## src/hdl/wmc_pkg.sv

```systemverilog
`timescale 1ns / 1ps

package wmc_pkg;

    localparam int ADDR_W  = 32;
    localparam int SIZE_W  = 5;
    localparam int WIDTH_W = 6;
    localparam int SLOT_OUT_W = 5;
    localparam int SHIFT_W = 4;

    localparam logic [SIZE_W-1:0]  SIZE_HALF    = 5'd8;
    localparam logic [SIZE_W-1:0]  SIZE_QUARTER = 5'd16;
    localparam logic [WIDTH_W-1:0] WIDTH_MAX    = 6'd63;
    localparam logic [SHIFT_W-1:0] LINE_SHIFT_RESET = 4'd7;

    typedef enum logic [1:0] {
        ST_IDLE,
        ST_MERGE,
        ST_EMIT
    } wmc_state_t;

    typedef struct packed {
        logic load;
        logic merge;
        logic emit;
    } wmc_cmd_t;

    typedef struct packed {
        logic close;
        logic emit_last;
        logic out_free;
    } wmc_sts_t;

endpackage

```

## src/hdl/wmc_ctrl.sv

```systemverilog
`timescale 1ns / 1ps

module wmc_ctrl (
    input  logic              aclk,
    input  logic              aresetn,
    input  logic              s_tvalid,
    output logic              s_tready,
    output wmc_pkg::wmc_cmd_t cmd,
    input  wmc_pkg::wmc_sts_t sts
);
    import wmc_pkg::*;

    wmc_state_t state_reg;
    wmc_state_t state_next;

    always_ff @(posedge aclk) begin
        if (!aresetn) begin
            state_reg <= ST_IDLE;
        end else begin
            state_reg <= state_next;
        end
    end

    always_comb begin
        state_next = state_reg;
        cmd        = '0;
        s_tready   = 1'b0;
        unique case (state_reg)
            ST_IDLE: begin
                s_tready = 1'b1;
                if (s_tvalid) begin
                    cmd.load   = 1'b1;
                    state_next = ST_MERGE;
                end
            end
            ST_MERGE: begin
                cmd.merge  = 1'b1;
                state_next = sts.close ? ST_EMIT : ST_IDLE;
            end
            ST_EMIT: begin
                cmd.emit = sts.out_free;
                if (sts.out_free && sts.emit_last) begin
                    state_next = ST_IDLE;
                end
            end
            default: begin
                state_next = ST_IDLE;
            end
        endcase
    end

endmodule

```

## src/hdl/wmc_datapath.sv

```systemverilog
`timescale 1ns / 1ps

module wmc_datapath #(
    parameter int LANE_COUNT = 32
) (
    input  logic                             aclk,
    input  logic                             aresetn,
    input  logic                             cfg_valid,
    input  logic [wmc_pkg::SHIFT_W-1:0]      cfg_data,
    input  logic                             in_active,
    input  logic [wmc_pkg::ADDR_W-1:0]       in_address,
    input  logic [wmc_pkg::ADDR_W-1:0]       in_end_addr,
    input  logic [wmc_pkg::SIZE_W-1:0]       in_size_bytes,
    input  logic [wmc_pkg::WIDTH_W-1:0]      in_start_width,
    input  logic                             in_last,
    input  wmc_pkg::wmc_cmd_t                cmd,
    output wmc_pkg::wmc_sts_t                sts,
    input  logic                             m_tready,
    output logic                             m_tvalid,
    output logic [wmc_pkg::SLOT_OUT_W-1:0]   out_thread_slot,
    output logic                             out_slot_active,
    output logic [wmc_pkg::WIDTH_W-1:0]      out_width,
    output logic [wmc_pkg::ADDR_W-1:0]       out_merged_end,
    output logic                             out_final_res
);
    import wmc_pkg::*;

    localparam int SLOT_W      = $clog2(LANE_COUNT);
    localparam int HALF_LEN    = LANE_COUNT / 2;
    localparam int QUARTER_LEN = LANE_COUNT / 4;

    logic [SHIFT_W-1:0] line_shift_reg;

    logic               act_reg;
    logic [ADDR_W-1:0]  addr_reg;
    logic [ADDR_W-1:0]  end_reg;
    logic [SIZE_W-1:0]  size_reg;
    logic [WIDTH_W-1:0] wid_reg;
    logic               last_reg;

    logic [ADDR_W-1:0]  addr_mem  [LANE_COUNT];
    logic [ADDR_W-1:0]  end_mem   [LANE_COUNT];
    logic [WIDTH_W-1:0] width_mem [LANE_COUNT];
    logic [LANE_COUNT-1:0] valid_reg;

    logic [SLOT_W-1:0] fill_reg;
    logic [SLOT_W-1:0] base_half_reg;
    logic [SLOT_W-1:0] base_quarter_reg;
    logic [SLOT_W-1:0] emit_idx_reg;

    logic                  m_tvalid_reg;
    logic [SLOT_OUT_W-1:0] slot_out_reg;
    logic                  active_out_reg;
    logic [WIDTH_W-1:0]    width_out_reg;
    logic [ADDR_W-1:0]     end_out_reg;
    logic                  final_out_reg;

    logic [ADDR_W-1:0]     line_mask;
    logic [SLOT_W-1:0]     group_base;
    logic [LANE_COUNT-1:0] hit_vec;
    logic [LANE_COUNT-1:0] eq_vec;
    logic                  hit_any;
    logic [SLOT_W-1:0]     lead_idx;
    logic                  addr_diff;
    logic [SLOT_W-1:0]     rd_idx;
    logic [ADDR_W-1:0]     end_rd;
    logic [WIDTH_W-1:0]    width_rd;
    logic [ADDR_W-1:0]     end_max;
    logic [WIDTH_W-1:0]    width_inc;
    logic [SLOT_W-1:0]     next_slot;

    assign line_mask = {ADDR_W{1'b1}} << line_shift_reg;

    always_comb begin
        case (size_reg)
            SIZE_HALF:    group_base = base_half_reg;
            SIZE_QUARTER: group_base = base_quarter_reg;
            default:      group_base = '0;
        endcase
    end

    always_comb begin
        for (int j = 0; j < LANE_COUNT; j++) begin
            eq_vec[j]  = (addr_mem[j] == addr_reg);
            hit_vec[j] = act_reg && valid_reg[j]
                         && (SLOT_W'(j) >= group_base) && (SLOT_W'(j) < fill_reg)
                         && (((addr_mem[j] ^ addr_reg) & line_mask) == '0);
        end
    end

    always_comb begin
        lead_idx = '0;
        for (int j = LANE_COUNT - 1; j >= 0; j--) begin
            if (hit_vec[j]) begin
                lead_idx = SLOT_W'(j);
            end
        end
    end

    assign hit_any   = |hit_vec;
    assign addr_diff = !eq_vec[lead_idx];
    assign rd_idx    = cmd.merge ? lead_idx : emit_idx_reg;
    assign end_rd    = end_mem[rd_idx];
    assign width_rd  = width_mem[rd_idx];
    assign end_max   = (end_reg > end_rd) ? end_reg : end_rd;
    assign width_inc = (width_rd == WIDTH_MAX) ? width_rd : width_rd + 6'd1;
    assign next_slot = fill_reg + SLOT_W'(1);

    assign sts.close     = last_reg || (fill_reg == SLOT_W'(LANE_COUNT - 1));
    assign sts.emit_last = (emit_idx_reg == fill_reg);
    assign sts.out_free  = !m_tvalid_reg || m_tready;

    always_ff @(posedge aclk) begin
        if (!aresetn) begin
            line_shift_reg <= LINE_SHIFT_RESET;
        end else if (cfg_valid) begin
            line_shift_reg <= cfg_data;
        end
    end

    always_ff @(posedge aclk) begin
        if (cmd.load) begin
            act_reg  <= in_active;
            addr_reg <= in_address;
            end_reg  <= in_end_addr;
            size_reg <= in_size_bytes;
            wid_reg  <= in_start_width;
            last_reg <= in_last;
        end
    end

    always_ff @(posedge aclk) begin
        if (cmd.merge) begin
            addr_mem[fill_reg]  <= addr_reg;
            end_mem[fill_reg]   <= end_reg;
            width_mem[fill_reg] <= hit_any ? '0 : wid_reg;
            if (hit_any && addr_diff) begin
                end_mem[lead_idx]   <= end_max;
                width_mem[lead_idx] <= width_inc;
            end
        end
    end

    always_ff @(posedge aclk) begin
        if (!aresetn) begin
            valid_reg        <= '0;
            fill_reg         <= '0;
            base_half_reg    <= '0;
            base_quarter_reg <= '0;
            emit_idx_reg     <= '0;
        end else if (cmd.merge) begin
            valid_reg[fill_reg] <= act_reg;
            if (!sts.close) begin
                fill_reg <= next_slot;
                if (next_slot - base_half_reg == SLOT_W'(HALF_LEN)) begin
                    base_half_reg <= next_slot;
                end
                if (next_slot - base_quarter_reg == SLOT_W'(QUARTER_LEN)) begin
                    base_quarter_reg <= next_slot;
                end
            end
        end else if (cmd.emit) begin
            if (sts.emit_last) begin
                valid_reg        <= '0;
                fill_reg         <= '0;
                base_half_reg    <= '0;
                base_quarter_reg <= '0;
                emit_idx_reg     <= '0;
            end else begin
                emit_idx_reg <= emit_idx_reg + SLOT_W'(1);
            end
        end
    end

    always_ff @(posedge aclk) begin
        if (!aresetn) begin
            m_tvalid_reg <= 1'b0;
        end else if (cmd.emit) begin
            m_tvalid_reg <= 1'b1;
        end else if (m_tready) begin
            m_tvalid_reg <= 1'b0;
        end
    end

    always_ff @(posedge aclk) begin
        if (cmd.emit) begin
            slot_out_reg   <= SLOT_OUT_W'(emit_idx_reg);
            active_out_reg <= valid_reg[emit_idx_reg];
            width_out_reg  <= valid_reg[emit_idx_reg] ? width_rd : '0;
            end_out_reg    <= valid_reg[emit_idx_reg] ? end_rd : '0;
            final_out_reg  <= sts.emit_last;
        end
    end

    assign m_tvalid        = m_tvalid_reg;
    assign out_thread_slot = slot_out_reg;
    assign out_slot_active = active_out_reg;
    assign out_width       = width_out_reg;
    assign out_merged_end  = end_out_reg;
    assign out_final_res   = final_out_reg;

endmodule

```

## src/hdl/warp_memory_coalescer.sv

```systemverilog
`timescale 1ns / 1ps

// Channel   Direction  Transfer carries
// s_        in         one thread access: tdata address/end/size/width, tuser active, tlast
// m_        out        one slot result: tdata slot/width/end, tuser active, tlast final
// cfg_      in         line_shift (log2 of the cache line size)
//
// Each access is captured, then goes through a compare-and-merge step in which the valid
// slots of its size group, from the group base up to the fill pointer, are matched against the new line in parallel.
// After the warp closes (tlast or a full warp), one slot result leaves per cycle;
// the m_ side stalls that sweep when m_tready is low.
// aresetn is synchronous; it clears slot valid bits, counters and line_shift (to 7).
// s_tready is low during merge and emit cycles.

module warp_memory_coalescer #(
    parameter int LANE_COUNT = 32
) (
    input  logic        aclk,
    input  logic        aresetn,
    input  logic        s_tvalid,
    output logic        s_tready,
    input  logic [79:0] s_tdata,   // address[31:0], end_addr[63:32], size_bytes[68:64],
                                   // start_width[74:69], zero[79:75]
    input  logic [0:0]  s_tuser,   // active[0]
    input  logic        s_tlast,
    output logic        m_tvalid,
    input  logic        m_tready,
    output logic [47:0] m_tdata,   // thread_slot[4:0], width[10:5], merged_end[42:11],
                                   // zero[47:43]
    output logic [0:0]  m_tuser,   // slot_active[0]
    output logic        m_tlast,
    input  logic        cfg_valid,
    output logic        cfg_ready,
    input  logic [3:0]  cfg_data
);
    import wmc_pkg::*;

    wmc_cmd_t cmd;
    wmc_sts_t sts;

    logic [SLOT_OUT_W-1:0] out_thread_slot;
    logic [WIDTH_W-1:0]    out_width;
    logic [ADDR_W-1:0]     out_merged_end;
    logic                  out_slot_active;

    assign cfg_ready = 1'b1;

    wmc_ctrl u_ctrl (
        .aclk     (aclk),
        .aresetn  (aresetn),
        .s_tvalid (s_tvalid),
        .s_tready (s_tready),
        .cmd      (cmd),
        .sts      (sts)
    );

    wmc_datapath #(
        .LANE_COUNT (LANE_COUNT)
    ) u_datapath (
        .aclk            (aclk),
        .aresetn         (aresetn),
        .cfg_valid       (cfg_valid),
        .cfg_data        (cfg_data),
        .in_active       (s_tuser[0]),
        .in_address      (s_tdata[31:0]),
        .in_end_addr     (s_tdata[63:32]),
        .in_size_bytes   (s_tdata[68:64]),
        .in_start_width  (s_tdata[74:69]),
        .in_last         (s_tlast),
        .cmd             (cmd),
        .sts             (sts),
        .m_tready        (m_tready),
        .m_tvalid        (m_tvalid),
        .out_thread_slot (out_thread_slot),
        .out_slot_active (out_slot_active),
        .out_width       (out_width),
        .out_merged_end  (out_merged_end),
        .out_final_res   (m_tlast)
    );

    assign m_tdata = {5'd0, out_merged_end, out_width, out_thread_slot};
    assign m_tuser = out_slot_active;

`ifndef NO_ASSERTIONS
    a_merge_after_accept: assert property (
        @(posedge aclk) disable iff (!aresetn)
        (s_tvalid && s_tready) |=> !s_tready
    ) else $error("input accepted during merge cycle");

    a_hold_result: assert property (
        @(posedge aclk) disable iff (!aresetn)
        (m_tvalid && !m_tready) |=>
            (m_tvalid && $stable(m_tdata) && $stable(m_tuser) && $stable(m_tlast))
    ) else $error("result changed while stalled");

    a_no_accept_while_emit: assert property (
        @(posedge aclk) disable iff (!aresetn)
        (m_tvalid && !m_tlast) |-> !s_tready
    ) else $error("input accepted while warp results pending");
`endif

endmodule
```

## config.mk

```make
export PLATFORM = sky130hd
export DESIGN_NAME = warp_memory_coalescer
export DESIGN_NICKNAME = d
export VERILOG_FILES = /design/src/hdl/wmc_pkg.sv /design/src/hdl/wmc_ctrl.sv /design/src/hdl/wmc_datapath.sv /design/src/hdl/warp_memory_coalescer.sv
export SDC_FILE = /design/constraint.sdc
export NUM_CORES = 2
export LEC_CHECK = 0
export BUFFER_PORTS_ARGS = -buffer_cell sky130_fd_sc_hd__buf_2
export CORE_MARGIN = 2
export CORE_UTILIZATION = 30
export DETAILED_ROUTE_END_ITERATION = 7
export PLACE_DENSITY = 0.55
export SLEW_MARGIN = 25
export SYNTH_ARGS = -nofsm -noshare
export SYNTH_HDL_FRONTEND = slang
export SYNTH_SLANG_ARGS = --single-unit
```

## constraint.sdc

```tcl
create_clock -name aclk -period 12.75 [get_ports aclk]
set_input_delay 1.275 -clock aclk [delete_from_list [all_inputs] [get_ports aclk]]
set_output_delay 1.275 -clock aclk [all_outputs]
set_load 0.05 [all_outputs]
```

==> metrics.md <==
| Metric | Value |
|---|---|
| Outcome | complete, no violations |
| # rows | 233 |
| Post-synthesis sequential area ratio | 59.3% |
| Via count | 87.0k |
| Worst Skew | 0.0619 ns |
| Drt via density | 5.49 |
| Main synth FF type | edfxtp_1 |
| Maximum VDD drop | 0.000118 V |
| Htree depth | 5 |
| Yosys top cell by area | edfxtp_1 |
| Critical path fanouts, max | 32 |
| Hold Path Class | primary input to flop |
| Post-CTS Setup Inserts | 0 |
| Die height | 641 um |
| Slew @ Worst Pin | 1.24 ns |
| Post-synth EDFFs | 2,362 |
| Fin. Hold Viols | 0 |
| Hold buffer count at CTS | 0 |
| Crit end category | flop |
| # clock sinks | 2,421 |
| Congestion Overflow GR | 0 |
| Minimum clock period | 10.95 ns |
| Pwr Density | 128 nW/um2 |
| Peak Freq | 91.3 MHz |
| Register area | 72,100 um2 |
| YS warnings | 0 |
| Critical path launch point type | flop |
| Slew headroom | 16.2% |
| Vias in the first global route | 82.4k |
| Largest net degree at the start of global routing | 102 |
| Endpoints failing setup | 0 |
| Fillers | 39.6k |
| Top-level I/O count | 144 |
| Area of the multi-input gates | 45,800 um2 |
| I/O Buffers | 132 |
| Final Max Tran Viols | 0 |
| Top cells by area, synth | edfxtp_1 58%, mux2_2 6.1%, nand2_1 5.1%, xnor2_1 4.7%, xor2_1 2.8% |
| Core area | 403,000 um2 |
| GRT Resource Usage Total | 21.3% |
| Critical path class | flop to flop |
| Die ar. | 410,000 um2 |
| CP most frequent cell | buf_12 |
| Initial Util | 30.2% |
| Synth Instances | 10.2k |
| Routed wire length | 451 mm |
| Wirelength per Cell | 28.5 um |
| Routability Congestion | 0.996 |
| Area grow syn2layout | 15.1% |
| Largest regs | u_datapath.addr_mem (1024), u_datapath.end_mem (1024), u_datapath.width_mem (192) |
| Max_cap viols | 0 |
| Mapped Avg Cell Area | 11.9 um2 |
| Clk Latency, worst-skew pair | 0.94 ns |
| Clock root cell | clkbuf_16 |
| Post-synthesis cell type count | 117 |
| Min Hold Slack | 0.510 ns |
| Num CTS Buffers | 274 |
| CTS tree | done |
| Setup TNS | 0 ns |
| Combinational Power Share | 7.6% |
| RSZ-0062 raised after global routing | no |
| CP required | 13.41 ns |
| CP max stage cell | o21ai_2 |
| Post-DRT Antenna Nets | 0 |
| Drt pass-1 iters | 8 |
| Drt initial violations | 10.6k |
| Largest stage delay on the critical path | 0.78 ns |
| Finished Layout Cells | 15.8k |
| Die X | 641 um |
| Share of cells above drive strength 1 | 18.7% |
| Worst EP arrival | 11.61 ns |
| Post-CTS resize count | 0 |
| Initial antenna violation count | 29 |
| Async SR Flop Fraction | 0% |
| Net Sw Power | 4.33 mW |
| Longest Clk Path Bufs | 4 |
| Power Total | 17.9 mW |
| DP HPWL | 273 mm |
| Nets | 10.4k |
| Clk slew on worst S/H paths | 0.06 ns |
| Sw Share | 24.1% |
| Sequential power share | 49.3% |
| Placed cells | 15.3k |
| Cell Int Power | 13.6 mW |
| Residual DRC count | 0 |
| Crit share post-route | 85.9% |
| Clk network pwr share | 43.2% |
| Seq cells post-synth | 2,421 |
| Mapped Area | 122,000 um2 |
| Synth top area share | 58.3% |
| First-pass GRT wire length | 632 mm |
| Leak Pwr | 46.3 nW |
[power by group through the flow]
stage          clock [mW]  combinational [mW]  sequential (mW)
6_report             7.74                1.36             8.84
5_1_grt              8.12                1.45             8.84
4_1_cts              7.85                1.34             8.84
3_5_place_dp            0                1.34             9.01
3_3_place_gp            0                1.32             9.01
2_1_floorplan           0               0.819             9.01
[critical path, delay by kind of cell (launching register included)]
| family | cells | cell delay, ns |
|---|---|---|
| and+or+nand+nor | 10 | 1.65 |
| muxes | 1 | 0.38 |
| buffers and inverters | 9 | 1.93 |
| AOI/OAI and AO/OA | 16 | 5.73 |
| adders and majority gates | 1 | 0.21 |
| DFF | 1 | 0.64 |
[worst paths after layout]
check	start	to	slack, ns	cells past startpoint
setup / recovery	u_datapath.line_shift_reg[2]	u_datapath.end_mem[2][20]	1.80	37
hold / removal	s_tdata[48]	u_datapath.end_reg[16]	0.51	1
setup reg to reg	u_datapath.line_shift_reg[2]	u_datapath.end_mem[2][20]	1.80	37
hold reg to reg	u_datapath.valid_reg[13]	u_datapath.valid_reg[13]	0.52	2
[layout make-up]
| type | count | area share, % |
|---|---|---|
| Antenna cell | 5 | 0.00894 |
| Clock buffer | 346 | 5.18 |
| Clock inverter | 132 | 0.881 |
| Inverter | 84 | 0.229 |
| Multi-Input combinational cell | 6783 | 32.7 |
| Sequential cell | 2421 | 51.5 |
| Tap cell | 5405 | 4.83 |
| Timing Repair Buffer | 664 | 4.62 |
[metrics by stage]
step	setup WS (ns)	utilization [%]	cell area, um2
global placement	2.12	32.4	131000
global route	1.48	34.7	140000
finish	1.80	34.7	140000
detailed placement	2.13	32.5	131000
CTS	2.09	34.6	140000
floorplan	3.60	-	122000
[synthesized netlist by cell type (188+ instances only)]
master,number
edfxtp_1,2362
nand2_1,1644
mux2_2,659
xnor2_1,656
o21ai_0,489
clkbuf_1,450
xor2_1,389
buf_2,341
nor2_1,259
and3_1,234
nand3_1,224
o21ai_1,218
a21oi_1,188
[cell families (layout without fill, tap and decap cells)]
| family | Yosys count | in the layout | synth area share (%) |
|---|---|---|---|
| muxes | 813 | 813 | 7.48 |
| AOI/OAI and AO/OA | 1689 | 1689 | 8.85 |
| DFF | 2421 | 2421 | 59.3 |
| xor gates and xnor gates | 1045 | 1045 | 7.53 |
| and+or+nand+nor | 3183 | 3183 | 12.4 |
| buffers and inverters | 1006 | 1226 | 3.93 |
| other | 2 | 11 | 0.00618 |
| adders and majority gates | 47 | 47 | 0.484 |
[per-layer routing]
layer | GRT usage (%) | up-vias | part of all wire [%]
met1 | 28.3 | 43600 | 40
met5 | 0 | - | 0.014
met3 | 3.70 | 1109 | 9.0
met2 | 33.8 | 4571 | 45
li1 | - | 37700 | -
met4 | 9.99 | 10 | 5.5
[placed cells by master (no fill, tap or decap), types with 37 or more instances in the layout]
cell       netlist  routed
nand3_1        224     218
and3_1         234     233
a31oi_1        146     145
nor4_1         157     143
nor3_1         135     131
a211oi_1        92      90
o21ai_0        489     467
nand2_1       1644    1626
o21ai_1        218     214
xnor2_1        656     655
clkbuf_16        0     278
a21oi_1        188     186
buf_4           55     390
nor2_1         259     222
nand4_1        185     185
edfxtp_1      2362    2362
clkinv_1         2      51
and2_1          54      53
inv_1           59      59
xor2_1         389     389
a32o_1          64      64
ha_1            47      47
mux2_2         659     659
o211ai_1       103     103
mux2i_1        142     139
o22ai_1         74      74
dfxtp_1         59      55
or4_1           39      37
nor2_4           0      39
buf_2          341     134
buf_12           0     123
clkbuf_1       450      65
Note: power is estimated with default switching activity, not from simulation.
